--- config.mk ---
export PLATFORM = sky130hd
export DESIGN_NAME = symbol_bit_packer_with_mark_fill_unit_flat
export DESIGN_NICKNAME = d
export VERILOG_FILES = /design/src/design/sbp_pkg.sv /design/src/design/sbp_in_if.sv /design/src/design/sbp_out_if.sv /design/src/design/sbp_bit_unit.sv /design/src/design/symbol_bit_packer_with_mark_fill_unit.sv /design/src/flat_wrapper.sv
export SDC_FILE = /design/constraint.sdc
export NUM_CORES = 1
export LEC_CHECK = 0
export BUFFER_PORTS_ARGS = -buffer_cell sky130_fd_sc_hd__buf_4
export CAP_MARGIN = 20
export CORE_MARGIN = 1.5
export CORE_UTILIZATION = 65
export CTS_BUF_LIST = sky130_fd_sc_hd__clkbuf_2
export CTS_CLUSTER_DIAMETER = 60
export DETAILED_ROUTE_END_ITERATION = 8
export MAX_ROUTING_LAYER = met4
export PLACE_DENSITY = 0.91
export RECOVER_POWER = 25
export SYNTH_ARGS = -nofsm -noshare
export SYNTH_HDL_FRONTEND = slang
export SYNTH_HIERARCHICAL = 1
export SYNTH_SLANG_ARGS = --single-unit
--- constraint.sdc ---
create_clock -name i_clk -period 6.2 [get_ports i_clk]
set_input_delay 0.93 -clock i_clk [delete_from_list [all_inputs] [get_ports i_clk]]
set_output_delay 0.93 -clock i_clk [all_outputs]
set_load 0.03 [all_outputs]
--- src/design/sbp_pkg.sv ---
// shared types and constants of the symbol bit packer
package sbp_pkg;

    // payload field widths
    localparam int SYM_VALUE_W = 16;
    localparam int SYM_IDX_W   = 4;
    localparam int SYM_LEN_W   = 5;
    localparam int MODE_W      = 3;
    localparam int WORD_W      = 16;
    localparam int CFG_W       = 5;

    // widest transmit word and the width of a bit position within it
    localparam int MAX_WORD_BITS = WORD_W;
    localparam int FP_W          = (MAX_WORD_BITS > 1) ? $clog2(MAX_WORD_BITS) : 1;

    // longest symbol taken from one item
    localparam int MAX_SYMBOL_BITS = 16;

    // word width after reset
    localparam logic [CFG_W-1:0] WORD_BITS_RST = CFG_W'(8);

    // stream position modes
    localparam logic [MODE_W-1:0] MODE_SINGLE = 3'd0;
    localparam logic [MODE_W-1:0] MODE_FIRST  = 3'd1;
    localparam logic [MODE_W-1:0] MODE_MIDDLE = 3'd2;
    localparam logic [MODE_W-1:0] MODE_LAST   = 3'd3;
    localparam logic [MODE_W-1:0] MODE_FLUSH  = 3'd4;

    // operation of the shared bit unit
    typedef enum logic {
        UOP_INSERT,
        UOP_FILL
    } t_unit_op;

    // control bundle from the sequencer to the bit unit
    typedef struct packed {
        t_unit_op op;
        logic     bit_val;
    } t_unit_ctl;

endpackage

--- src/design/sbp_in_if.sv ---
// symbol input channel of the bit packer
interface sbp_in_if import sbp_pkg::*; ();
    logic                   valid;
    logic                   ready;
    logic [SYM_VALUE_W-1:0] symbol_value;
    logic [SYM_LEN_W-1:0]   symbol_length;
    logic [MODE_W-1:0]      mode;

    modport source (output valid, output symbol_value, output symbol_length,
                    output mode, input ready);
    modport sink   (input valid, input symbol_value, input symbol_length,
                    input mode, output ready);
endinterface

--- src/design/sbp_out_if.sv ---
// transmit word output channel of the bit packer
interface sbp_out_if import sbp_pkg::*; ();
    logic              valid;
    logic              ready;
    logic [WORD_W-1:0] tx_word;
    logic              last_of_run;

    modport source (output valid, output tx_word, output last_of_run, input ready);
    modport sink   (input valid, input tx_word, input last_of_run, output ready);
endinterface

--- src/design/sbp_bit_unit.sv ---
// shared bit unit: writes one bit or pads marks, and steps the fill position
module sbp_bit_unit import sbp_pkg::*; (
    input  logic [MAX_WORD_BITS-1:0] i_acc,
    input  logic [FP_W-1:0]          i_fp,
    input  logic [FP_W-1:0]          i_top,
    input  t_unit_ctl                i_ctl,
    output logic [MAX_WORD_BITS-1:0] o_acc,
    output logic [FP_W-1:0]          o_fp,
    output logic                     o_wrap
);

    // per bit: overwrite at the fill position, or set marks at and below it
    always_comb begin
        for (int k = 0; k < MAX_WORD_BITS; k++) begin
            if (i_ctl.op == UOP_FILL) begin
                o_acc[k] = i_acc[k] | (FP_W'(k) <= i_fp);
            end else begin
                o_acc[k] = (FP_W'(k) == i_fp) ? i_ctl.bit_val : i_acc[k];
            end
        end
    end

    // position steps down; a full word or a fill returns it to the top bit
    always_comb begin
        if (i_ctl.op == UOP_FILL) begin
            o_fp   = i_top;
            o_wrap = 1'b1;
        end else if (i_fp == '0) begin
            o_fp   = i_top;
            o_wrap = 1'b1;
        end else begin
            o_fp   = i_fp - FP_W'(1);
            o_wrap = 1'b0;
        end
    end

endmodule

--- src/design/symbol_bit_packer_with_mark_fill_unit.sv ---
// Symbol bit packer with mark fill. Each accepted item sends its symbol bits MSB first, one bit
// per clock unless a full word must wait for a stalled output, through a single shared bit unit,
// into a word of word_bits bits (i_cfg_wdata, reset 8); each full word is handed out with
// last_of_run set on the final word of the item. Single, last and flush items then pad a
// partial word with ones and emit it. i_sym.ready is high only between items. The output
// register lets the next item be taken while the last word waits.
module symbol_bit_packer_with_mark_fill_unit import sbp_pkg::*; (
    input  logic             i_clk,
    input  logic             i_rst_n,
    input  logic             i_cfg_we,
    input  logic [CFG_W-1:0] i_cfg_wdata,
    sbp_in_if.sink           i_sym,
    sbp_out_if.source        o_word
);

    localparam int RST_WB = (MAX_WORD_BITS < 8) ? MAX_WORD_BITS : 8;

    typedef enum logic [1:0] {
        ST_IDLE,
        ST_SHIFT,
        ST_FLUSH
    } t_state;

    t_state                   r_state, n_state;
    logic [CFG_W-1:0]         r_word_bits, n_word_bits;
    logic [MAX_WORD_BITS-1:0] r_acc, n_acc;
    logic [FP_W-1:0]          r_fp, n_fp;
    logic [FP_W-1:0]          r_top, n_top;
    logic [SYM_VALUE_W-1:0]   r_value, n_value;
    logic [SYM_LEN_W-1:0]     r_rem, n_rem;
    logic [MODE_W-1:0]        r_mode, n_mode;
    logic                     r_out_valid, n_out_valid;
    logic [WORD_W-1:0]        r_out_word, n_out_word;
    logic                     r_out_last, n_out_last;

    logic [CFG_W:0]           wb_eff;
    logic [FP_W-1:0]          cfg_top;
    logic [SYM_LEN_W-1:0]     len_eff;
    logic [SYM_LEN_W-1:0]     bit_idx;
    logic                     sym_bit;
    logic                     can_emit;
    logic                     pad_mode;
    t_unit_ctl                u_ctl;
    logic [MAX_WORD_BITS-1:0] u_acc;
    logic [FP_W-1:0]          u_fp;
    logic                     u_wrap;
    logic [MAX_WORD_BITS-1:0] masked;

    // effective word width and its top bit
    always_comb begin
        if (r_word_bits == '0) begin
            wb_eff = (CFG_W+1)'(1);
        end else if ({1'b0, r_word_bits} > (CFG_W+1)'(MAX_WORD_BITS)) begin
            wb_eff = (CFG_W+1)'(MAX_WORD_BITS);
        end else begin
            wb_eff = {1'b0, r_word_bits};
        end
        cfg_top = FP_W'(wb_eff - (CFG_W+1)'(1));
    end

    // clamp of the symbol length
    assign len_eff = ({1'b0, i_sym.symbol_length} > (SYM_LEN_W+1)'(MAX_SYMBOL_BITS))
                   ? SYM_LEN_W'(MAX_SYMBOL_BITS) : i_sym.symbol_length;

    // next symbol bit, MSB first; bits above the value field read as zero
    assign bit_idx = r_rem - SYM_LEN_W'(1);
    assign sym_bit = ({1'b0, bit_idx} < (SYM_LEN_W+1)'(SYM_VALUE_W))
                   ? r_value[bit_idx[SYM_IDX_W-1:0]] : 1'b0;

    assign can_emit = !r_out_valid || o_word.ready;
    assign pad_mode = (r_mode == MODE_SINGLE) || (r_mode == MODE_LAST) ||
                      (r_mode == MODE_FLUSH);

    // shared bit unit
    assign u_ctl.op      = (r_state == ST_FLUSH) ? UOP_FILL : UOP_INSERT;
    assign u_ctl.bit_val = sym_bit;

    sbp_bit_unit u_bit (
        .i_acc  (r_acc),
        .i_fp   (r_fp),
        .i_top  (r_top),
        .i_ctl  (u_ctl),
        .o_acc  (u_acc),
        .o_fp   (u_fp),
        .o_wrap (u_wrap)
    );

    // word as emitted: only the low word_bits bits
    always_comb begin
        for (int k = 0; k < MAX_WORD_BITS; k++) begin
            masked[k] = u_acc[k] & (FP_W'(k) <= r_top);
        end
    end

    // sequencer next state
    always_comb begin
        n_state     = r_state;
        n_word_bits = i_cfg_we ? i_cfg_wdata : r_word_bits;
        n_acc       = r_acc;
        n_fp        = r_fp;
        n_top       = r_top;
        n_value     = r_value;
        n_rem       = r_rem;
        n_mode      = r_mode;
        n_out_valid = r_out_valid && !o_word.ready;
        n_out_word  = r_out_word;
        n_out_last  = r_out_last;

        case (r_state)
            ST_IDLE: begin
                if (i_sym.valid && (i_sym.mode <= MODE_FLUSH)) begin
                    n_top   = cfg_top;
                    n_fp    = ((r_fp > cfg_top) || (i_sym.mode == MODE_SINGLE) ||
                               (i_sym.mode == MODE_FIRST)) ? cfg_top : r_fp;
                    n_value = i_sym.symbol_value;
                    n_rem   = (i_sym.mode == MODE_FLUSH) ? '0 : len_eff;
                    n_mode  = i_sym.mode;
                    n_state = ST_SHIFT;
                end
            end
            ST_SHIFT: begin
                if (r_rem == '0) begin
                    n_state = (pad_mode && (r_fp != r_top)) ? ST_FLUSH : ST_IDLE;
                end else if (!u_wrap || can_emit) begin
                    n_acc = u_acc;
                    n_fp  = u_fp;
                    n_rem = r_rem - SYM_LEN_W'(1);
                    if (u_wrap) begin
                        n_out_valid = 1'b1;
                        n_out_word  = WORD_W'(masked);
                        // final word unless a later full word or a pad word follows
                        n_out_last  = (r_rem == SYM_LEN_W'(1)) ||
                                      (!pad_mode &&
                                       (r_rem <= (SYM_LEN_W'(r_top) + SYM_LEN_W'(1))));
                    end
                end
            end
            ST_FLUSH: begin
                if (can_emit) begin
                    n_acc       = u_acc;
                    n_fp        = u_fp;
                    n_out_valid = 1'b1;
                    n_out_word  = WORD_W'(masked);
                    n_out_last  = 1'b1;
                    n_state     = ST_IDLE;
                end
            end
            default: begin
                n_state = ST_IDLE;
            end
        endcase
    end

    // state and registered outputs
    always_ff @(posedge i_clk) begin
        if (!i_rst_n) begin
            r_state     <= ST_IDLE;
            r_word_bits <= WORD_BITS_RST;
            r_acc       <= '1;
            r_fp        <= FP_W'(RST_WB - 1);
            r_out_valid <= 1'b0;
        end else begin
            r_state     <= n_state;
            r_word_bits <= n_word_bits;
            r_acc       <= n_acc;
            r_fp        <= n_fp;
            r_out_valid <= n_out_valid;
        end
        r_top      <= n_top;
        r_value    <= n_value;
        r_rem      <= n_rem;
        r_mode     <= n_mode;
        r_out_word <= n_out_word;
        r_out_last <= n_out_last;
    end

    assign i_sym.ready        = (r_state == ST_IDLE);
    assign o_word.valid       = r_out_valid;
    assign o_word.tx_word     = r_out_word;
    assign o_word.last_of_run = r_out_last;

endmodule

--- src/flat_wrapper.sv ---
// flat-port wrapper written by rule: the top's interface ports become plain ports
module symbol_bit_packer_with_mark_fill_unit_flat import sbp_pkg::*;
  (i_clk, i_rst_n, i_cfg_we, i_cfg_wdata, i_sym_valid, i_sym_symbol_value, i_sym_symbol_length, i_sym_mode, i_sym_ready, o_word_valid, o_word_tx_word, o_word_last_of_run, o_word_ready);
  sbp_in_if i_sym_i ();
  sbp_out_if o_word_i ();
  input  logic i_clk;
  input  logic i_rst_n;
  input  logic i_cfg_we;
  input  logic [CFG_W-1:0] i_cfg_wdata;
  input wire logic [$bits(i_sym_i.valid)-1:0] i_sym_valid;
  input wire logic [$bits(i_sym_i.symbol_value)-1:0] i_sym_symbol_value;
  input wire logic [$bits(i_sym_i.symbol_length)-1:0] i_sym_symbol_length;
  input wire logic [$bits(i_sym_i.mode)-1:0] i_sym_mode;
  output wire logic [$bits(i_sym_i.ready)-1:0] i_sym_ready;
  output wire logic [$bits(o_word_i.valid)-1:0] o_word_valid;
  output wire logic [$bits(o_word_i.tx_word)-1:0] o_word_tx_word;
  output wire logic [$bits(o_word_i.last_of_run)-1:0] o_word_last_of_run;
  input wire logic [$bits(o_word_i.ready)-1:0] o_word_ready;
  assign i_sym_i.valid = i_sym_valid;
  assign i_sym_i.symbol_value = i_sym_symbol_value;
  assign i_sym_i.symbol_length = i_sym_symbol_length;
  assign i_sym_i.mode = i_sym_mode;
  assign i_sym_ready = i_sym_i.ready;
  assign o_word_valid = o_word_i.valid;
  assign o_word_tx_word = o_word_i.tx_word;
  assign o_word_last_of_run = o_word_i.last_of_run;
  assign o_word_i.ready = o_word_ready;
  symbol_bit_packer_with_mark_fill_unit u_core (.i_clk(i_clk), .i_rst_n(i_rst_n), .i_cfg_we(i_cfg_we), .i_cfg_wdata(i_cfg_wdata), .i_sym(i_sym_i), .o_word(o_word_i));
endmodule
==> run summary, run 1 <==
status -> finished, final reports clean
Ys Warns -> 6
final hold violation count -> 0
Yosys top cell by area -> edfxtp_1
Psw -> 592.1 uW
Core Region -> 6026 sq um
Synth area leaders -> edfxtp_1, dfxtp_1, ha_1, nand2_1, mux2i_1
share of layout cells above drive strength 1 -> 17.88%
nets -> 508
Routed Antenna Nets -> 0
Cell Int Power -> 1027 uW
total of max-cap violations -> 0
multiplexer share of the synthesized area -> 6.096%
Synth top area share -> 32.76%
Tmin final -> 3.642 ns
post-cts hold buffer count -> 0
Simple-Gate Fraction of Synth Area -> 17.68%
Synth Area in Adders -> 7.886%
critical path class -> reg2reg
initial antenna violation count -> 0
RD Place Congestion -> 0.8936
Post-CTS Setup Bufs -> 0
CTS root buf -> clkbuf_2
number of distinct library cells after synthesis -> 64
Critical Path Source Type -> register
relative slew slack -> 29.47%
ant diodes -> 0
Setup WS post-layout -> 2.558 ns
CP Max Fanout -> 9
Syn Nets -> 461
unrepaired setup endpoints after global routing -> no
Inst Count DP -> 511
Vias per Instance -> 6.439
CP required -> 6.57 ns
first-pass GRT wire length -> 15.39 mm
xor/xnor share of the synthesized area -> 2.335%
Power Density -> 346.7 nW/um^2
drt first pass iters -> 6
CP endpoint kind -> register
leak pwr -> 0.001962 uW
drt drc -> 0
clock latency on the worst-skew pair -> 0.51 ns
DRT iter0 DRCs -> 502
Layout area overhead -> 13.19%
IO buf count -> 52
HP Class -> reg2reg
Std-Cell Rows -> 28
commonest register cell after synthesis -> edfxtp_1
Tot GR Track Use -> 31.34%
Die Width -> 82.67 um
htree depth -> 3
largest family of logic cells by synthesized area -> simple AND/OR/NAND/NOR gates
overall power -> 1619 uW
fin crit share -> 58.74%
Yosys reg bits -> 73
PostCTS Resize Cnt -> 0
ys async rst share -> 0%
Comb power frac -> 36.2%
Overflow after GRT -> 0
pre-CTS setup slack -> 2.652 ns
Compound-Gate Fraction of Synth Area -> 15.50%
largest net degree at the start of global routing -> 31
Clock power frac -> 21.1%
VDD IR-drop max -> 0.0002328 V
Final Routed Wirelength -> 9.589 mm
Hold Slack -> 0.4836 ns
fraction of the yosys area taken by sequential cells -> 46.35%
CTS tree -> built
vias in the first global route -> 3208
Avg Cell Area, Syn -> 10.29 sq um
TritonCTS buffer count -> 9
critical path data arrival time -> 4.01 ns
Worst Skew -> 0.02245 ns
Netlist Area Pre-Place -> 4125 sq um
TNS Setup -> 0 ns
final setup violation count -> 0
Synth Instances -> 401
Wirelength per Cell -> 18.16 um
Least-Margin Pin Slew -> 1.052 ns
initial core utilization -> 68.46%
Worst-path clk slew -> 0.21 ns
register share of total power -> 42.7%
Post-synth EDFFs -> 45
clock sinks -> 73
Via Count -> 3400
clk buf depth -> 2
io pins -> 53
Final HPWL DP -> 6.569 mm
fmax -> 274.6 MHz
fin. max-slew vios -> 0
sw frac -> 36.57%
die area -> 6834 sq um
Die Ht -> 82.67 um
Non-Filler Instances -> 528
[path summary, 6_finish.rpt]
check / startpoint / to / slack [ns] / cells after the start
min: u_core/r_acc[11]$_SDFFE_PN1P_ / u_core/r_acc[11]$_SDFFE_PN1P_ / 0.48 / 2
min reg2reg: u_core/r_acc[11]$_SDFFE_PN1P_ / u_core/r_acc[11]$_SDFFE_PN1P_ / 0.48 / 2
max reg2reg: u_core/r_rem[0]$_DFFE_PP_ / u_core/o_word.tx_word[2]$_DFFE_PP_ / 2.56 / 10
max: u_core/r_rem[0]$_DFFE_PP_ / u_core/o_word.tx_word[2]$_DFFE_PP_ / 2.56 / 10
[sequential cells by signal, summed over array words and instances, names as in the netlist]
name	flops
u_core/r_top	4
u_core/r_value	16
u_core/r_state	2
u_core/r_rem	5
u_core/r_acc	16
u_core/o_word.tx_word	16
u_core/r_fp	4
u_core/o_word.valid	1
u_core/r_mode	3
u_core/r_word_bits	5
u_core/o_word.last_of_run	1
[cell families (layout without fill, tap and decap cells)]
group                    Yosys count  in the layout
buffers and inverters             38             90
AO/OA/AOI/OAI                     90             90
flip-flops                        73             73
XOR/XNOR                          11             11
adder cells (fa/ha/maj)           26             26
multiplexers                      20             20
AND/OR/NAND/NOR                  143            143
[layout by cell type, fill, tap and decap left out, types with 4 or more instances in the layout]
| master | n |
|---|---|
| nor2_1 | 21 |
| dfxtp_1 | 28 |
| a211oi_1 | 5 |
| nand3b_1 | 4 |
| nand2b_1 | 6 |
| o21ai_0 | 15 |
| clkbuf_1 | 5 |
| nor2b_1 | 13 |
| edfxtp_1 | 45 |
| nand2_1 | 49 |
| a21boi_0 | 5 |
| buf_4 | 34 |
| mux2i_1 | 15 |
| xnor2_1 | 8 |
| inv_1 | 19 |
| a21oi_1 | 20 |
| clkbuf_4 | 16 |
| clkbuf_2 | 10 |
| mux4_2 | 4 |
| nand3_1 | 23 |
| o21a_1 | 4 |
| o21ai_1 | 6 |
| ha_1 | 26 |
| o32a_1 | 4 |
[routing by layer]
metal / wire length, um / track usage (%)
met5: 0 / -
met1: 4053 / 40.06
met3: 793 / 5.824
met4: 212 / 11.33
met2: 4530 / 49.92
[through the flow]
step	util (%)	instance area, sq um
floorplan	-	4125
global placement	75.12	4527
detailed placement	75.12	4527
CTS	77.72	4683
global route	77.49	4669
finish	77.49	4669
[critical path, cell delays in order (launching register included)]
cell	delay, ns
edfxtp_1	0.64
inv_1	0.17
ha_1	0.43
mux4_2	0.26
nor2b_1	0.13
a211oi_1	0.06
a211oi_1	0.88
nor2_1	0.26
and3_1	0.26
nor3_1	0.22
a21boi_0	0.19
[Yosys cell counts (4+ instances only)]
library cell,count
nand2_1,49
mux4_2,4
edfxtp_1,45
a211oi_1,5
ha_1,26
nand2b_1,6
o32a_1,4
inv_1,19
o21ai_1,6
o21ai_0,15
mux2i_1,15
xnor2_1,8
buf_2,4
a21boi_0,5
nand3b_1,4
nor2b_1,13
o21a_1,4
clkbuf_1,10
a21oi_1,20
nand3_1,23
dfxtp_1,28
nor2_1,21
[final cells by class]
class / count / area, sq um
clock inverter: 6 / 106.4
inverter: 19 / 71.32
multi-input combinational: 290 / 2042
timing repair buffer: 55 / 394.1
clock buffer: 10 / 50.05
sequential: 73 / 1912
fill: 392 / 1356
tap: 75 / 93.84
[power by group through the flow]
stage / combinational (uW) / sequential, uW / clock (uW)
floorplan: 462 / 661 / 0
global placement: 537 / 692 / 0
detailed placement: 567 / 697 / 0
CTS: 573 / 687 / 344
global route: 646 / 698 / 361
finish: 587 / 691 / 342
(Power assumes the default switching activity.)
==> run 2, diff against run 1 <==
Settings changed: ABC_AREA set to 1, CORE_UTILIZATION 65 to 60, PLACE_DENSITY 0.91 to 0.85.
Clock period 6.2 ns to 3.8 ns, I/O delays scaled along.
==> run 2 against run 1 <==
Net effect: setup slack worse by 1.8 ns; clock-buffer cell count is 1 lower; synthesized cell count is 28% higher; sequential cell count stayed put; global-route usage is 1.4 points lower; combinational power grew to 4.0 times the previous value; hold slack worse by 0.27 ns; final cell count is 27% higher; largest power group is now combinational cells; highest routed layer unchanged.
==> run summary, run 2 <==
CTS tree -> built
commonest register cell after synthesis -> edfxtp_1
fillers -> 532
post-cts hold buffer count -> 0
Tmin final -> 3.004 ns
initial antenna violation count -> 0
Synth area leaders -> edfxtp_1, dfxtp_1, nand2_1, ha_1, nand3_1
final setup violation count -> 0
Critical Path Source -> u_core/r_rem[0]$_DFFE_PP_
status -> finished, final reports clean
leak pwr -> 0.002276 uW
commonest non-fill, non-tap cell in the layout -> nand2_1
Worst-path clk slew -> 0.21 ns
ant diodes -> 0
Power Density -> 905.0 nW/um^2
Crit Reg-Reg Startpoint -> u_core/r_rem[0]$_DFFE_PP_
final hold violation count -> 0
unrepaired setup endpoints after global routing -> no
DRT iter0 DRCs -> 406
ys async rst share -> 0%
Overflow after GRT -> 0
Die Width -> 86.93 um
Yosys top cell by area -> edfxtp_1
number of distinct library cells after synthesis -> 45
Synth top area share -> 31.97%
TNS Setup -> 0 ns
Post-CTS Setup Bufs -> 0
Ys Warns -> 6
fin. max-slew vios -> 0
slowest stage cell, crit path -> edfxtp_1
critical path data arrival time -> 3.37 ns
Hold Slack -> 0.2109 ns
most frequent CP cell -> inv_1
CTS root buf -> clkbuf_2
CP endpoint kind -> register
CP Max Fanout -> 12
Wirelength per Cell -> 15.00 um
critical path class -> reg2reg
clock sinks -> 73
IO buf count -> 52
die area -> 7557 sq um
Final HPWL DP -> 7.433 mm
CP required -> 4.17 ns
clock latency on the worst-skew pair -> 0.53 ns
vias in the first global route -> 3692
Netlist Area Pre-Place -> 4227 sq um
Std-Cell Rows -> 30
top-count cell post-synth -> nand2_1
Post-synth top cells -> nand2_1, inv_1, nor2_1, nand3_1, edfxtp_1
Synth Instances -> 515
fin crit share -> 79.05%
Die Ht -> 86.93 um
Core Util, Final -> 71.18%
clk buf depth -> 2
relative slew slack -> 8.485%
Reg area -> 1912 sq um
fraction of the yosys area taken by sequential cells -> 45.23%
VDD IR-drop max -> 0.0005199 V
multi-input combinational cell area -> 1982 sq um
initial core utilization -> 62.21%
RD Place Congestion -> 0.9995
Critical Path Source Type -> register
Post-synth EDFFs -> 45
overall power -> 4376 uW
htree depth -> 3
Least-Margin Pin Slew -> 1.373 ns
PostCTS Resize Cnt -> 0
Avg Cell Area, Syn -> 8.207 sq um
Worst Skew -> 0.02474 ns
io pins -> 53
first-pass GRT wire length -> 16.81 mm
drt drc -> 0
share of layout cells above drive strength 1 -> 15.85%
critical path cell sequence -> inv_4 -> ha_1 -> inv_1 -> nor2_1 -> o21ai_0 -> nand3_1 -> nand3_1 -> a21oi_1 -> inv_1 -> nand2_2 -> inv_1 -> o21ai_0 -> nor3b_1
drt first pass iters -> 5
Worst path max stage delay -> 0.61 ns
Core Region -> 6794 sq um
fmax -> 332.9 MHz
nets -> 629
HP Class -> in2reg
Yosys reg bits -> 73
Hold Startpoint -> i_sym_symbol_value[6]
Tot GR Track Use -> 29.96%
Layout area overhead -> 14.42%
Routed Antenna Nets -> 0
Final Routed Wirelength -> 10.05 mm
largest net degree at the start of global routing -> 29
Syn Nets -> 575
Vias per Instance -> 5.548
TritonCTS buffer count -> 9
Via Count -> 3717
total of max-cap violations -> 0
most frequent cells in the layout -> nand2_1, inv_1, nor2_1, nand3_1, edfxtp_1
## run 2: cell count changes in the layout (fill, tap and decap cells not counted), sizes merged, moves of 6 or more
cell,previous run,this run
nand2,49,130
inv,19,60
nor2,22,60
nand3,24,52
o21ai,21,45
mux2i,15,0
nor2b,13,0
nand2b,6,0
## run 2: logic make-up (layout without fill, tap and decap cells)
group	Yosys count	count (layout)	share of synthesized area (%)
AND/OR/NAND/NOR	254	254	26.50
AO/OA/AOI/OAI	81	81	11.13
buffers and inverters	74	133	7.993
flip-flops	73	73	45.23
adder cells (fa/ha/maj)	26	26	7.697
XOR/XNOR	7	7	1.451
## run 2: routing by layer
layer	vias up	track usage, %	routed length, um	share of wire [%]
met3	33	5.118	661	6.6
met5	-	-	0	0
li1	1819	-	-	-
met2	175	48.41	4788	48
met4	0	15.84	315	3.1
met1	1690	35.92	4283	43
## run 2: worst max-delay path, delay by kind of cell, from the launching register on
family / cells / cell delay [ns]
AOI/OAI and AO/OA: 3 / 0.57
adders and majority gates: 1 / 0.42
and+or+nand+nor: 5 / 0.71
buffers and inverters: 4 / 0.52
DFF: 1 / 0.61
## run 2: worst paths after layout
path	to	slack, ns	cells past startpoint
worst max-delay path	u_core/o_word.tx_word[14]$_DFFE_PP_	0.80	13
worst min-delay path	u_core/r_value[6]$_DFFE_PP_	0.21	1
worst max register to register	u_core/o_word.tx_word[14]$_DFFE_PP_	0.80	13
worst min register to register	u_core/r_acc[10]$_SDFFE_PN1P_	0.50	2
## run 2: area by class of cell
cell class                 instances  area share [%]
clock buffer                       9          0.9314
clock inverter                     7           2.950
multi-input combinational        368           40.98
timing repair buffer              56           8.228
inverter                          61           4.890
tap                               96           2.484
sequential                        73           39.53
## run 2: power breakdown
group / switching (uW) / total [uW] / internal (uW)
clock: 286 / 636 / 350
sequential: 197 / 1380 / 1180
combinational: 1580 / 2360 / 775
total: 2070 / 4380 / 2310
## run 2: per-stage QoR
step	setup slack, ns	cell area (sq um)	std cells
after global placement	1.172	4666	653
after CTS	0.8971	4853	669
final	0.7962	4836	670
after detailed placement	0.9722	4666	653
after global routing	0.5052	4836	670
after floorplan	0.9666	4227	515
==> run 3, diff against run 2 <==
Settings changed: CORE_UTILIZATION 60 to 54, PLACE_DENSITY 0.85 to 0.81.
Clock period 3.8 ns to 2.64 ns, I/O delays scaled along.
==> run 3 against run 2 <==
Net effect: sequential cell count unchanged; global-route usage decreased by 2.7 points; clock-buffer cell count increased by 1; die area up 11%; fmax grew 22%; first-iteration DRC count up 35%; critical path depth up 2; sequential share of layout area is 1.2 points lower; via count up 4.3%; highest routed layer unchanged; critical endpoint is now u_core/o_word.tx_word[5]$_DFFE_PP_; non-clock buffer count increased by 21; register-to-register slack worse by 0.61 ns.
==> run summary, run 3 (synthesis results as in run 2) <==
initial antenna violation count -> 0
Final Routed Wirelength -> 10.66 mm
delay-heaviest family, CP -> simple AND/OR/NAND/NOR gates
die area -> 8367 sq um
Routed Antenna Nets -> 0
CP endpoint kind -> register
Worst-path clk slew -> 0.20 ns
Critical Path Source Type -> register
Worst Skew -> 0.03529 ns
final setup violation count -> 0
Die Width -> 91.47 um
slowest stage cell, crit path -> edfxtp_1
Vias per Instance -> 5.561
Power Density -> 1289 nW/um^2
drt drc -> 0
Die Ht -> 91.47 um
critical path data arrival time -> 2.85 ns
worst reg2reg path depth -> 15
share of layout cells above drive strength 1 -> 17.65%
relative slew slack -> 62.73%
Non-Filler Instances -> 697
critical path class -> reg2reg
Post-Layout Inst Area -> 4987 sq um
status -> finished, final reports clean
Overflow after GRT -> 0
fmax -> 407.1 MHz
vias in the first global route -> 3593
Setup WS post-layout -> 0.1835 ns
fin. max-slew vios -> 0
total of max-cap violations -> 0
HP Class -> in2reg
Core Region -> 7647 sq um
Crit Reg-Reg Startpoint -> u_core/r_rem[0]$_DFFE_PP_
nets -> 650
CTS root buf -> clkbuf_2
CP required -> 3.03 ns
critical path cell sequence -> inv_4 -> ha_4 -> inv_1 -> nor2_1 -> o21ai_1 -> nand3_1 -> nand3_1 -> a21oi_2 -> inv_1 -> nand2_2 -> buf_4 -> nand4_1 -> nand2_1 -> o21ai_0 -> a21oi_1
CP Max Fanout -> 7
WP depth -> 15
ant diodes -> 0
commonest non-fill, non-tap cell in the layout -> nand2_1
largest net degree at the start of global routing -> 29
Final HPWL DP -> 7.653 mm
Buf/Inv on CP -> 4
io pins -> 53
TritonCTS buffer count -> 9
pre-CTS setup slack -> -0.0002884 ns
fin crit share -> 93.05%
htree depth -> 3
most frequent cells in the layout -> nand2_1, inv_1, nor2_1, nand3_1
RD Place Congestion -> 0.9275
VDD IR-drop max -> 0.001062 V
Via Count -> 3876
TNS Setup -> 0 ns
flop-to-flop setup slack -> 0.18 ns
overall power -> 6427 uW
unrepaired setup endpoints after global routing -> no
placed inst area -> 4756 sq um
r2r endpoint -> u_core/o_word.tx_word[5]$_DFFE_PP_
DRT iter0 DRCs -> 547
IO buf count -> 52
Least-Margin Pin Slew -> 0.5582 ns
clock sinks -> 73
Layout area overhead -> 18.00%
Tmin final -> 2.456 ns
final hold violation count -> 0
first-pass GRT wire length -> 17.24 mm
drt first pass iters -> 6
Worst path max stage delay -> 0.46 ns
Std-Cell Rows -> 32
clk buf depth -> 2
Wirelength per Cell -> 15.29 um
clock latency on the worst-skew pair -> 0.55 ns
Tot GR Track Use -> 27.29%
Critical Path Source -> u_core/r_rem[0]$_DFFE_PP_
leak pwr -> 0.002353 uW
Inst Count DP -> 670
CTS tree -> built
worst setup path end -> u_core/o_word.tx_word[5]$_DFFE_PP_
initial core utilization -> 55.27%
==> run 3: cell type report <==
class,instances,area (sq um)
timing repair buffer,77,568.0
multi-input combinational,368,2011
clock buffer,10,50.05
sequential,73,1912
fill,650,2660
tap,102,127.6
clock inverter,6,82.58
inverter,61,236.5
==> run 3: layer usage <==
| metal | wire length [um] | up-vias | part of all wire (%) | global-route usage, % |
|---|---|---|---|---|
| li1 | - | 1854 | - | - |
| met1 | 4364 | 1784 | 41 | 33.94 |
| met2 | 5183 | 207 | 49 | 44.96 |
| met3 | 850 | 31 | 8.0 | 3.769 |
| met4 | 257 | 0 | 2.4 | 10.68 |
| met5 | 0 | - | 0 | - |
==> run 3: worst min-delay path by stage <==
stage,from,end,slack [ns],depth (start not counted)
finish,i_sym_symbol_value[14],u_core/r_value[14]$_DFFE_PP_,0.05,1
global route,i_sym_symbol_value[14],u_core/r_value[14]$_DFFE_PP_,0.03,1
CTS,i_sym_symbol_value[0],u_core/r_value[0]$_DFFE_PP_,0.0003,1
detailed placement,u_core/r_acc[2]$_SDFFE_PN1P_,u_core/r_acc[2]$_SDFFE_PN1P_,0.46,2
global placement,u_core/r_acc[14]$_SDFFE_PN1P_,u_core/r_acc[14]$_SDFFE_PN1P_,0.45,2
floorplan,u_core/r_acc[12]$_SDFFE_PN1P_,u_core/r_acc[12]$_SDFFE_PN1P_,0.43,2
==> run 3: metrics by stage <==
stage	hold WS [ns]	util [%]
floorplan	0.4317	-
global route	0.03162	65.22
CTS	0.0003079	64.76
finish	0.04831	65.22
global placement	0.4546	62.19
detailed placement	0.4612	62.19
==> run 3: where the power goes <==
| group | total, uW | leakage (uW) | switching (uW) | internal [uW] |
|---|---|---|---|---|
| Clock | 723 | 0.0000833 | 411 | 313 |
| Sequential | 1940 | 0.000653 | 235 | 1700 |
| Combinational | 3770 | 0.00162 | 2470 | 1300 |
| Total | 6430 | 0.00235 | 3110 | 3320 |
==> run 3: repair_timing <==
action / 4_1_cts / 5_1_grt
gates cloned: 0 / 0
endpoints found under the hold margin: 5 / 3
pin swaps: 0 / 2
resized for setup: 2 / 7
hold buffers: 5 / 3
setup buffers: 1 / 2
setup endpoints to repair: 1 / 16
